[src/base64_stream_encoder_macros.svh]
// assertion macros shared by the base64 encoder modules
`ifndef BASE64_STREAM_ENCODER_MACROS_SVH
`define BASE64_STREAM_ENCODER_MACROS_SVH

// same-cycle implication, checked outside reset
`define B64E_ASSERT_NOW(lbl, ante, cons, msg) \
    lbl: assert property (@(posedge aclk) disable iff (!aresetn) (ante) |-> (cons)) \
        else $error(msg);

// next-cycle implication, checked outside reset
`define B64E_ASSERT_NEXT(lbl, ante, cons, msg) \
    lbl: assert property (@(posedge aclk) disable iff (!aresetn) (ante) |=> (cons)) \
        else $error(msg);

`endif

[src/b64e_pkg.sv]
// shared types, constants and alphabet lookup for the base64 encoder
package b64e_pkg;

    localparam int unsigned CHAR_W      = 7;
    localparam int unsigned QUEUE_DEPTH = 2;

    localparam logic [CHAR_W-1:0] CHAR_UPPER_A = 7'd65;
    localparam logic [CHAR_W-1:0] CHAR_LOWER_A = 7'd97;
    localparam logic [CHAR_W-1:0] CHAR_DIGIT_0 = 7'd48;
    localparam logic [CHAR_W-1:0] CHAR_PLUS    = 7'd43;
    localparam logic [CHAR_W-1:0] CHAR_SLASH   = 7'd47;
    localparam logic [CHAR_W-1:0] CHAR_PAD     = 7'd61;

    // position of the next byte within its three-byte group
    typedef enum logic [2:0] {
        PH_FIRST  = 3'b001,
        PH_SECOND = 3'b010,
        PH_THIRD  = 3'b100
    } phase_t;

    // one unit of work: the characters a byte produces
    typedef struct packed {
        logic [3:0][CHAR_W-1:0] chars;
        logic [1:0]             last_idx;
        logic                   fin;
    } entry_t;

    // sextet to standard alphabet character
    function automatic logic [CHAR_W-1:0] sextet_char(input logic [5:0] six);
        logic [CHAR_W-1:0] s;
        s = {1'b0, six};
        if (six < 6'd26) begin
            return s + CHAR_UPPER_A;
        end else if (six < 6'd52) begin
            return s - 7'd26 + CHAR_LOWER_A;
        end else if (six < 6'd62) begin
            return s - 7'd52 + CHAR_DIGIT_0;
        end else if (six == 6'd62) begin
            return CHAR_PLUS;
        end else begin
            return CHAR_SLASH;
        end
    endfunction

endpackage

[src/b64e_front.sv]
// input side: tracks group position and carry bits, builds one entry per byte
`include "base64_stream_encoder_macros.svh"

module b64e_front (
    input  logic             aclk,
    input  logic             aresetn,
    input  logic             s_tvalid,
    output logic             s_tready,
    input  logic [7:0]       s_tdata,   // [7:0] data_byte
    input  logic             s_tlast,   // final_byte
    input  logic             q_full,
    output logic             push,
    output b64e_pkg::entry_t push_entry
);

    b64e_pkg::phase_t phase_reg, phase_next;
    logic [3:0]       carry_reg, carry_next;
    logic             s_accept;
    logic [7:0]       b;

    assign s_tready = !q_full;
    assign s_accept = s_tvalid && s_tready;
    assign push     = s_accept;
    assign b        = s_tdata;

    // characters for this byte and the state it leaves behind
    always_comb begin
        push_entry = '0;
        push_entry.fin = s_tlast;
        phase_next = phase_reg;
        carry_next = carry_reg;
        unique case (phase_reg)
            b64e_pkg::PH_SECOND: begin
                push_entry.chars[0] = b64e_pkg::sextet_char({carry_reg[1:0], b[7:4]});
                if (s_tlast) begin
                    push_entry.chars[1] = b64e_pkg::sextet_char({b[3:0], 2'b00});
                    push_entry.chars[2] = b64e_pkg::CHAR_PAD;
                    push_entry.last_idx = 2'd2;
                end
                carry_next = b[3:0];
                phase_next = b64e_pkg::PH_THIRD;
            end
            b64e_pkg::PH_THIRD: begin
                push_entry.chars[0] = b64e_pkg::sextet_char({carry_reg, b[7:6]});
                push_entry.chars[1] = b64e_pkg::sextet_char(b[5:0]);
                push_entry.last_idx = 2'd1;
                carry_next = 4'd0;
                phase_next = b64e_pkg::PH_FIRST;
            end
            default: begin
                push_entry.chars[0] = b64e_pkg::sextet_char(b[7:2]);
                if (s_tlast) begin
                    push_entry.chars[1] = b64e_pkg::sextet_char({b[1:0], 4'b0000});
                    push_entry.chars[2] = b64e_pkg::CHAR_PAD;
                    push_entry.chars[3] = b64e_pkg::CHAR_PAD;
                    push_entry.last_idx = 2'd3;
                end
                carry_next = {2'b00, b[1:0]};
                phase_next = b64e_pkg::PH_SECOND;
            end
        endcase
        if (s_tlast) begin
            carry_next = 4'd0;
            phase_next = b64e_pkg::PH_FIRST;
        end
    end

    // group state
    always_ff @(posedge aclk) begin
        if (!aresetn) begin
            phase_reg <= b64e_pkg::PH_FIRST;
            carry_reg <= 4'd0;
        end else if (s_accept) begin
            phase_reg <= phase_next;
            carry_reg <= carry_next;
        end
    end

    `B64E_ASSERT_NEXT(a_final_restarts, s_accept && s_tlast, phase_reg == b64e_pkg::PH_FIRST && carry_reg == 4'd0, "group state not cleared after final item")

endmodule

[src/b64e_queue.sv]
// short entry queue between the front and back parts
`include "base64_stream_encoder_macros.svh"

module b64e_queue #(
    parameter int unsigned QueueDepth = b64e_pkg::QUEUE_DEPTH
) (
    input  logic             aclk,
    input  logic             aresetn,
    input  logic             push,
    input  b64e_pkg::entry_t push_entry,
    output logic             q_full,
    input  logic             pop,
    output logic             q_valid,
    output b64e_pkg::entry_t q_entry
);

    localparam int unsigned PtrW = (QueueDepth > 1) ? $clog2(QueueDepth) : 1;
    localparam int unsigned CntW = $clog2(QueueDepth + 1);
    localparam logic [PtrW-1:0] PtrLast = PtrW'(QueueDepth - 1);
    localparam logic [CntW-1:0] CntFull = CntW'(QueueDepth);

    b64e_pkg::entry_t  slots_reg [QueueDepth];
    logic [PtrW-1:0]   wr_ptr_reg, wr_ptr_next;
    logic [PtrW-1:0]   rd_ptr_reg, rd_ptr_next;
    logic [CntW-1:0]   count_reg, count_next;
    logic              do_push, do_pop;

    assign q_full  = (count_reg == CntFull);
    assign q_valid = (count_reg != '0);
    assign q_entry = slots_reg[rd_ptr_reg];
    assign do_push = push && !q_full;
    assign do_pop  = pop && q_valid;

    // pointer and fill count update
    always_comb begin
        wr_ptr_next = wr_ptr_reg;
        rd_ptr_next = rd_ptr_reg;
        count_next  = count_reg;
        if (do_push) begin
            wr_ptr_next = (wr_ptr_reg == PtrLast) ? '0 : wr_ptr_reg + 1'b1;
        end
        if (do_pop) begin
            rd_ptr_next = (rd_ptr_reg == PtrLast) ? '0 : rd_ptr_reg + 1'b1;
        end
        if (do_push && !do_pop) begin
            count_next = count_reg + 1'b1;
        end else if (do_pop && !do_push) begin
            count_next = count_reg - 1'b1;
        end
    end

    always_ff @(posedge aclk) begin
        if (!aresetn) begin
            wr_ptr_reg <= '0;
            rd_ptr_reg <= '0;
            count_reg  <= '0;
        end else begin
            wr_ptr_reg <= wr_ptr_next;
            rd_ptr_reg <= rd_ptr_next;
            count_reg  <= count_next;
        end
    end

    // entry storage
    always_ff @(posedge aclk) begin
        if (do_push) begin
            slots_reg[wr_ptr_reg] <= push_entry;
        end
    end

    `B64E_ASSERT_NOW(a_count_bound, 1'b1, count_reg <= CntFull, "queue fill count beyond depth")
    `B64E_ASSERT_NEXT(a_count_grows, do_push && !do_pop, count_reg == $past(count_reg) + 1'b1, "queue fill count did not grow on push")

endmodule

[src/b64e_back.sv]
// output side: head entry to output register, one character per cycle unless stalled
`include "base64_stream_encoder_macros.svh"

module b64e_back (
    input  logic             aclk,
    input  logic             aresetn,
    input  logic             q_valid,
    input  b64e_pkg::entry_t q_entry,
    output logic             pop,
    output logic             m_tvalid,
    input  logic             m_tready,
    output logic [7:0]       m_tdata,   // [6:0] out_char, [7] zero
    output logic             m_tlast    // last_char
);

    logic [1:0]                  idx_reg, idx_next;
    logic                        out_valid_reg, out_valid_next;
    logic [b64e_pkg::CHAR_W-1:0] out_char_reg;
    logic                        out_last_reg;
    logic                        load, at_end;

    assign load   = q_valid && (!out_valid_reg || m_tready);
    assign at_end = (idx_reg == q_entry.last_idx);
    assign pop    = load && at_end;

    // character index and output valid
    always_comb begin
        idx_next       = idx_reg;
        out_valid_next = out_valid_reg;
        if (load) begin
            idx_next       = at_end ? 2'd0 : idx_reg + 2'd1;
            out_valid_next = 1'b1;
        end else if (m_tready) begin
            out_valid_next = 1'b0;
        end
    end

    always_ff @(posedge aclk) begin
        if (!aresetn) begin
            idx_reg       <= 2'd0;
            out_valid_reg <= 1'b0;
        end else begin
            idx_reg       <= idx_next;
            out_valid_reg <= out_valid_next;
        end
    end

    // output payload
    always_ff @(posedge aclk) begin
        if (load) begin
            out_char_reg <= q_entry.chars[idx_reg];
            out_last_reg <= q_entry.fin && at_end;
        end
    end

    assign m_tvalid = out_valid_reg;
    assign m_tdata  = {1'b0, out_char_reg};
    assign m_tlast  = out_last_reg;

    `B64E_ASSERT_NOW(a_entry_held, idx_reg != 2'd0, q_valid, "partly sent entry left the queue")

endmodule

[src/base64_stream_encoder.sv]
// top level of the base64 stream encoder
//
// Takes raw bytes on the s_ channel (s_tdata[7:0] a byte, s_tlast on the
// last byte of a message) and sends standard-alphabet Base64 characters on
// the m_ channel (m_tdata[6:0] the ASCII code, m_tlast on the last
// character of the message, '=' padding included).
// A byte yields one or two characters inside a group and two to four on
// the final byte; an empty message yields nothing.
// With the queue empty, the first character of a byte passes through the
// entry queue and then the output register before m_tvalid rises.
// Throughput: one character per cycle while m_tready is high, set by the
// single output register that the back part fills from the head of the
// entry queue.
// The front keeps taking bytes while the queue has room, so it runs ahead
// of a stalled receiver by QueueDepth entries; m_tvalid and the payload
// hold while m_tready is low.
// Reset (aresetn low, synchronous) empties the queue, drops any
// undelivered character and restarts at the beginning of a group.
module base64_stream_encoder #(
    parameter int unsigned QueueDepth = b64e_pkg::QUEUE_DEPTH
) (
    input  logic       aclk,
    input  logic       aresetn,
    input  logic       s_tvalid,
    output logic       s_tready,
    input  logic [7:0] s_tdata,   // [7:0] data_byte
    input  logic       s_tlast,   // final_byte
    output logic       m_tvalid,
    input  logic       m_tready,
    output logic [7:0] m_tdata,   // [6:0] out_char, [7] zero
    output logic       m_tlast    // last_char
);

    b64e_pkg::entry_t push_entry;
    b64e_pkg::entry_t q_entry;
    logic             push, pop, q_full, q_valid;

    b64e_front u_front (
        .aclk       (aclk),
        .aresetn    (aresetn),
        .s_tvalid   (s_tvalid),
        .s_tready   (s_tready),
        .s_tdata    (s_tdata),
        .s_tlast    (s_tlast),
        .q_full     (q_full),
        .push       (push),
        .push_entry (push_entry)
    );

    b64e_queue #(
        .QueueDepth (QueueDepth)
    ) u_queue (
        .aclk       (aclk),
        .aresetn    (aresetn),
        .push       (push),
        .push_entry (push_entry),
        .q_full     (q_full),
        .pop        (pop),
        .q_valid    (q_valid),
        .q_entry    (q_entry)
    );

    b64e_back u_back (
        .aclk     (aclk),
        .aresetn  (aresetn),
        .q_valid  (q_valid),
        .q_entry  (q_entry),
        .pop      (pop),
        .m_tvalid (m_tvalid),
        .m_tready (m_tready),
        .m_tdata  (m_tdata),
        .m_tlast  (m_tlast)
    );

endmodule

[config.mk]
export PLATFORM = sky130hd
export DESIGN_NAME = base64_stream_encoder
export DESIGN_NICKNAME = d
export VERILOG_FILES = /design/src/b64e_pkg.sv /design/src/b64e_front.sv /design/src/b64e_queue.sv /design/src/b64e_back.sv /design/src/base64_stream_encoder.sv
export VERILOG_INCLUDE_DIRS = /design/src /design/src/src
export SDC_FILE = /design/constraint.sdc
export NUM_CORES = 1
export LEC_CHECK = 0
export BUFFER_PORTS_ARGS = -buffer_cell sky130_fd_sc_hd__buf_2
export CAP_MARGIN = 20
export CORE_UTILIZATION = 55
export DETAILED_ROUTE_END_ITERATION = 8
export PLACE_DENSITY = 0.69
export SYNTH_ARGS = -nofsm -noshare
export SYNTH_HDL_FRONTEND = slang
export SYNTH_HIERARCHICAL = 1
export SYNTH_SLANG_ARGS = --single-unit
export TNS_END_PERCENT = 100
[constraint.sdc]
create_clock -name aclk -period 4.8 [get_ports aclk]
set_input_delay 0.48 -clock aclk [delete_from_list [all_inputs] [get_ports aclk]]
set_output_delay 0.48 -clock aclk [all_outputs]
set_load 0.03 [all_outputs]
==> flow_summary_export.csv, run 1 <==
group,metric,value,unit
run_status,outcome,"finished clean",
detailed_routing,routed_via_density,6.170,
yosys,synth_most_common_cell,"edfxtp_1",
yosys,async_flop_share,0,%
grt,gr-usage-met1,30.69,%
cts,cts_tree,"built",
floorplanning,die_width,100.3,um
placed_design,portBuffers,22,
yosys,synthAdderAreaFrac,4.945,%
cts,clock-sinks,85,
cts,cts_root_buf,"clkbuf_8",
floorplanning,fp.coreArea,0.009284,mm2
timing,fmax,369.9,MHz
yosys,synth_top_family_by_area,"compound AO/OA/AOI/OAI gates",
yosys,synth_xor_area_share,3.461,%
grt,antenna_found_initial,0,
worst_setup_path,start_kind,"primary input",
cts,clkTransAtPathRegs,80,ps
detailed_routing,drc,0,
yosys,synth_cells,491,
timing,hold_viol,0,
yosys,synth_enable_flop_cells,70,
detailed_routing,drt-total-wl,11.44,mm
timing,rsz0062_at_grt,"false",
detailed_routing,ant_nets,0,
timing,drv_slew,0,
layout,diodes,0,
yosys,ys_ff_latch,85,
yosys,avgSynthCellArea,10.82,um2
power_and_ir_drop,p_per_area,425.0,mW/mm2
placed_design,gp_congestion,0.9338,
worst_setup_path,cp_max_fo,16,
detailed_routing,wire_per_inst,18.40,um
power_and_ir_drop,switching_share,33.10,%
grt,gr-usage-met3,3.621,%
worst_hold_path,min_path_type,"in -> reg",
grt,grt_pass1_wl,18.29,mm
yosys,yosysWarnings,6,
power_and_ir_drop,p_comb_share,32.4,%
power_and_ir_drop,p_switching,0.7823,mW
yosys,synth_compound_area_share,15.66,%
worst_setup_path,critical_path_arrival,2750,ps
grt,globalRouteOverflowTotal,0,
run,drv_cap,0,
timing,min_period_over_period,56.33,%
cts,worstSkewPairLatency,340,ps
grt,grt_busiest_layer,"met2",
floorplanning,initial_core_util,57.24,%
detailed_routing,dr.pass1.iters,5,
placed_design,dp_hpwl,7.925,mm
yosys,yosysSeqAreaShare,45.21,%
power_and_ir_drop,vdd_ir_drop_max,0.0001928,V
power_and_ir_drop,pwr-share-seq,47.7,%
grt,grt_pass1_vias,3681,
layout,fin_nets,522,
timing,fin_setup_tns,0,ps
timing,finalSetupViolCount,0,
yosys,synth_largest_area_cell,"edfxtp_1",
worst_setup_path,path_class,"in -> reg",
timing,clock_skew,9.911,ps
power_and_ir_drop,p_leak,1.916,nW
yosys,synth.distinct_cells,70,
yosys,synth_commonest_cells,"70 x edfxtp_1, 32 x mux2_2, 32 x nand2_1, 26 x o21ai_0",
grt,use_met2,39.46,%
yosys,synth.area.top_cells,"edfxtp_1 40%, mux2_2 6.8%, dfxtp_1 5.7%, ha_1 4.9%, xnor2_1 3.0%",
cts,cts_setup_buffers,0,
yosys,netlist_area,0.005314,mm2
grt,gr-usage-all-layers,23.54,%
floorplanning,dieHeight,100.3,um
floorplanning,io_pins,24,
timing,tightest_slew,823.5,ps
cts,cts_made_buffers,9,
power_and_ir_drop,clock_power_share,19.9,%
cts,cts_hold_buf,0,
power_and_ir_drop,cell_internal_pwr,1.581,mW
detailed_routing,dr.first_iter.drc_count,243,
cts,post_cts_resized,0,
detailed_routing,via_count,3838,
grt,grt_max_degree,33,
yosys,synthSimpleGateAreaFrac,13.96,%
layout,area_growth,4.639,%
floorplanning,die_area,0.01006,mm2
layout,largest_reg_flops,62,
yosys,synth.area.mux_share,10.27,%
cts,cts_max_path_buffers,2,
yosys,synth_ff_type,"edfxtp_1",
timing,fin_crit,2704,ps
floorplanning,rows,35,
power_and_ir_drop,finalPower,2.363,mW
worst_setup_path,required,4850,ps
timing,slew_headroom,45.10,%
worst_setup_path,critPathCaptureType,"flip-flop",
layout,drive_gt1_share,17.04,%
yosys,synth.top_cell.area_share,39.56,%
cts,htreeDepth,3,
[through the flow]
stage | setup slack, ps | cell area, um2 | utilization (%) | hold slack [ps] | cells
floorplan | 1799 | 5325 | - | 478.5 | 494
global placement | 1914 | 5370 | 57.84 | 501.3 | 606
detailed placement | 1896 | 5370 | 57.84 | 518.7 | 606
CTS | 2119 | 5560 | 59.89 | 458.8 | 622
global route | 1963 | 5560 | 59.89 | 458.9 | 622
finish | 2096 | 5560 | 59.89 | 472.9 | 622
[power by group through the flow]
stage,clock (mW),combinational (mW),sequential [mW]
4_1_cts,0.481,0.767,1.13
3_5_place_dp,0,0.762,1.14
6_report,0.470,0.767,1.13
5_1_grt,0.507,0.828,1.15
2_1_floorplan,0,0.536,1.18
3_3_place_gp,0,0.745,1.14
[critical path, cell delays in order]
cell	delay [ps]
buf_2	300
inv_1	230
ha_1	230
nor2_1	460
or2_1	330
nor3_1	110
o311ai_0	610
[placed cells by master (no fill, tap or decap), types with 15 or more instances in the layout]
cell type,n
nor2_1,19
dfxtp_1,15
mux2_2,32
nand3_1,21
buf_2,22
nand2_1,32
inv_1,21
edfxtp_1,70
o21ai_0,26
a21oi_1,16
ha_1,21
xnor2_1,18
[worst paths after layout]
check	from	endpoint	slack, ps	cells past startpoint
setup / recovery	s_tdata[7]	u_queue/slots_reg[1][8]	2100	7
hold / removal	s_tlast	u_queue/slots_reg[0][0]	470	1
setup reg to reg	flip-flop	u_queue/count_reg[1]	2140	7
hold reg to reg	u_queue/count_reg[1]	u_queue/count_reg[1]	530	2
[metal layers]
metal	routed length (um)	part of all wire [%]
met1	4961	43
met2	5600	49
met3	663	5.8
met4	218	1.9
met5	0	0
[cells by family (layout without fill, tap and decap cells)]
family | count (synthesis) | count (layout)
adders and majority gates | 21 | 21
AOI/OAI and AO/OA | 117 | 117
and+or+nand+nor | 140 | 140
muxes | 41 | 41
xor gates and xnor gates | 21 | 21
other | 2 | 5
buffers and inverters | 64 | 63
DFF | 85 | 85
[layout make-up]
cell class,instances,area (um2)
repair buffers,25,132.6
clock inverters,7,66.31
multi-input cells,345,2591
inverters,22,82.58
fillers,768,3724
clock buffers,9,123.9
well taps,129,161.4
flip-flops and latches,85,2402
Note: power is estimated with default switching activity, not from simulation.
==> run 2, diff against run 1 <==
--- a/config.mk
+++ b/config.mk
@@ -6,11 +6,12 @@
 export SDC_FILE = /design/constraint.sdc
 export NUM_CORES = 1
 export LEC_CHECK = 0
+export ABC_AREA = 1
 export BUFFER_PORTS_ARGS = -buffer_cell sky130_fd_sc_hd__buf_2
 export CAP_MARGIN = 20
 export CORE_UTILIZATION = 55
 export DETAILED_ROUTE_END_ITERATION = 8
-export PLACE_DENSITY = 0.69
+export PLACE_DENSITY = 0.72
 export SYNTH_ARGS = -nofsm -noshare
 export SYNTH_HDL_FRONTEND = slang
 export SYNTH_HIERARCHICAL = 1
==> constraint.sdc (replaced) <==
create_clock -name aclk -period 2.2 [get_ports aclk]
set_input_delay 0.22 -clock aclk [delete_from_list [all_inputs] [get_ports aclk]]
set_output_delay 0.22 -clock aclk [all_outputs]
set_load 0.03 [all_outputs]
==> run 2 against run 1 <==
  * Sequential share of layout area is 1.8 points lower
  * Die area is 2.6% higher
  * Highest routed layer unchanged
  * Clock power is 140% higher
  * Critical path depth is 7 higher
  * Critical path type is now reg -> reg
  * Clock skew is 3.7 ps higher
  * Cell area is 4.5% higher
  * Critical endpoint is now u_queue/count_reg[1]
  * Routed wire length is 4.6% higher
  * Sequential cell count stayed put
  * Final cell count is 25% higher
  * Power is 130% higher
  * Global-route usage is 1.2 points higher
  * Clock-buffer cell count is 3 higher
==> flow_summary_export.csv, run 2 <==
group,metric,value,unit
run_status,outcome,"finished clean",
cts,cts_hold_buf,0,
yosys,synth_enable_flop_cells,70,
cts,cts_made_buffers,9,
layout,final_cell_count_no_fill,775,
power_and_ir_drop,p_per_area,917.9,mW/mm2
timing,rsz0062_at_grt,"false",
detailed_routing,drc,0,
detailed_routing,ant_nets,0,
detailed_routing,wire_per_inst,15.44,um
run,drv_cap,0,
timing,min_period_over_period,91.00,%
yosys,synth_most_common_cell,"nand2_1",
worst_setup_path,cp_max_fo,4,
grt,globalRouteOverflowTotal,0,
floorplanning,die_area,0.01032,mm2
layout,layout_commonest_cell,"nand2_1",
floorplanning,fp.coreArea,0.009415,mm2
grt,gr-usage-met3,4.141,%
grt,gr-usage-all-layers,24.73,%
placed_design,dp_hpwl,8.789,mm
yosys,synth.top_cell.area_share,38.52,%
floorplanning,die_width,101.6,um
layout,fin_area,0.005811,mm2
timing,fmax,499.5,MHz
yosys,ys_ff_latch,85,
worst_setup_path,critPathCaptureType,"flip-flop",
worst_setup_path,critical_path_arrival,2290,ps
yosys,synth.area.top_cells,"edfxtp_1 39%, nand2_1 9.6%, mux2_2 6.4%, dfxtp_1 5.5%, nand3_1 5.4%",
timing,hold_viol,0,
yosys,async_flop_share,0,%
floorplanning,rows,35,
floorplanning,initial_core_util,57.95,%
detailed_routing,dr.pass1.iters,5,
grt,grt_busiest_layer,"met2",
grt,grt_pass1_vias,4151,
timing,drv_slew,0,
layout,num-fill-cells,820,
cts,clkTransAtPathRegs,90,ps
cts,worstSkewPairLatency,350,ps
yosys,avgSynthCellArea,8.703,um2
placed_design,post_dp_cell_area,0.005587,mm2
yosys,synth_cells,627,
layout,register_area,0.002404,mm2
worst_setup_path,required,2490,ps
floorplanning,io_pins,24,
timing,finalSetupViolCount,0,
layout,diodes,0,
worst_hold_path,min_path_type,"in -> reg",
yosys,synth_largest_area_cell,"edfxtp_1",
yosys,synth_commonest_cells,"139 x nand2_1, 70 x edfxtp_1, 59 x nand3_1, 57 x inv_1, 37 x nor2_1",
layout,drive_gt1_share,20.12,%
yosys,synth.distinct_cells,39,
layout,largest_reg_flops,62,
cts,cts_tree,"built",
placed_design,placedCellCount,759,
grt,grt_pass1_wl,19.59,mm
timing,clock_skew,13.65,ps
floorplanning,dieHeight,101.6,um
worst_setup_path,start_kind,"flip-flop",
yosys,synth_ff_type,"edfxtp_1",
layout,area_growth,6.489,%
cts,htreeDepth,3,
placed_design,gp_congestion,0.9813,
yosys,yosysWarnings,6,
timing,fin_crit,2002,ps
placed_design,portBuffers,22,
yosys,netlist_area,0.005456,mm2
power_and_ir_drop,vdd_ir_drop_max,0.0004031,V
detailed_routing,routed_via_density,5.627,
layout,fin_nets,675,
placed_design,dp_slack,153.6,ps
yosys,yosysSeqAreaShare,44.03,%
layout,multi_input_area,0.002507,mm2
layout,layout_common_cells,"139 x nand2_1, 70 x edfxtp_1, 59 x nand3_1",
cts,clock-sinks,85,
cts,cts_root_buf,"clkbuf_8",
grt,grt_max_degree,32,
grt,gr-usage-met1,30.38,%
timing,finalWorstSetupSlack,198.1,ps
detailed_routing,dr.first_iter.drc_count,314,
cts,cts_max_path_buffers,2,
detailed_routing,drt-total-wl,11.97,mm
grt,use_met2,42.57,%
worst_setup_path,path_class,"reg -> reg",
power_and_ir_drop,p_leak,2.418,nW
grt,antenna_found_initial,0,
detailed_routing,via_count,4361,
## run 2: power by group
part           switching [mW]  internal (mW)  total, mW
logic                    1.18          0.627       1.81
registers               0.150           2.24       2.39
clock network           0.546          0.588       1.13
total                    1.88           3.46       5.33
## run 2: critical path, cell delays in order, from the launching register on
cell and delay (ps):
dfxtp_2 360, mux2_2 360, inv_1 80, nand2_2 50, nand2_1 90, nand3_2 90, inv_1 60, o21a_1 150
inv_1 60, ha_1 300, inv_1 90, nand3_1 80, nand2_1 60, inv_1 40, nor2_1 80
## run 2: final cells by class
class | count | share of cell area, %
multi-input cells | 436 | 43.15
flip-flops and latches | 85 | 41.37
clock inverters | 4 | 0.6029
clock buffers | 12 | 3.230
well taps | 129 | 2.778
repair buffers | 33 | 3.747
inverters | 76 | 5.125
## run 2: repair_timing
action	4_1_cts	5_1_grt
setup endpoints to repair	0	1
gates resized for setup	0	1
buffers inserted	0	0
## run 2: worst paths after layout
kind | start | cells past startpoint | to | slack (ps)
max | flip-flop | 14 | u_queue/count_reg[1] | 200
min | aresetn | 2 | u_front/phase_reg[0] | 120
max reg2reg | flip-flop | 14 | u_queue/count_reg[1] | 200
min reg2reg | u_front/phase_reg[1] | 2 | u_front/phase_reg[1] | 510
## run 2: kinds of logic after synthesis
family,count (synthesis),share of synthesized area [%]
and+or+nand+nor,267,21.83
buffers and inverters,109,10.32
AOI/OAI and AO/OA,101,10.71
DFF,85,44.03
muxes,31,6.398
adders and majority gates,21,4.815
xor gates and xnor gates,11,1.766
other,2,0.1376
## run 2: through the flow
stage	hold slack, ps	util, %	TNS, ps	power (mW)
after global placement	474.5	59.34	0	4.172
after detailed placement	484.2	59.34	0	4.225
after floorplan	289.0	-	-5376	3.803
final	115.8	61.71	0	5.333
after global routing	97.70	61.71	0	5.630
after CTS	95.09	61.70	0	5.363
## run 2: per-layer routing
| metal | part of all wire (%) | up-vias |
|---|---|---|
| met1 | 43 | 2067 |
| met3 | 5.2 | 16 |
| met5 | 0 | - |
| li1 | - | 2128 |
| met2 | 50 | 150 |
| met4 | 2.1 | 0 |
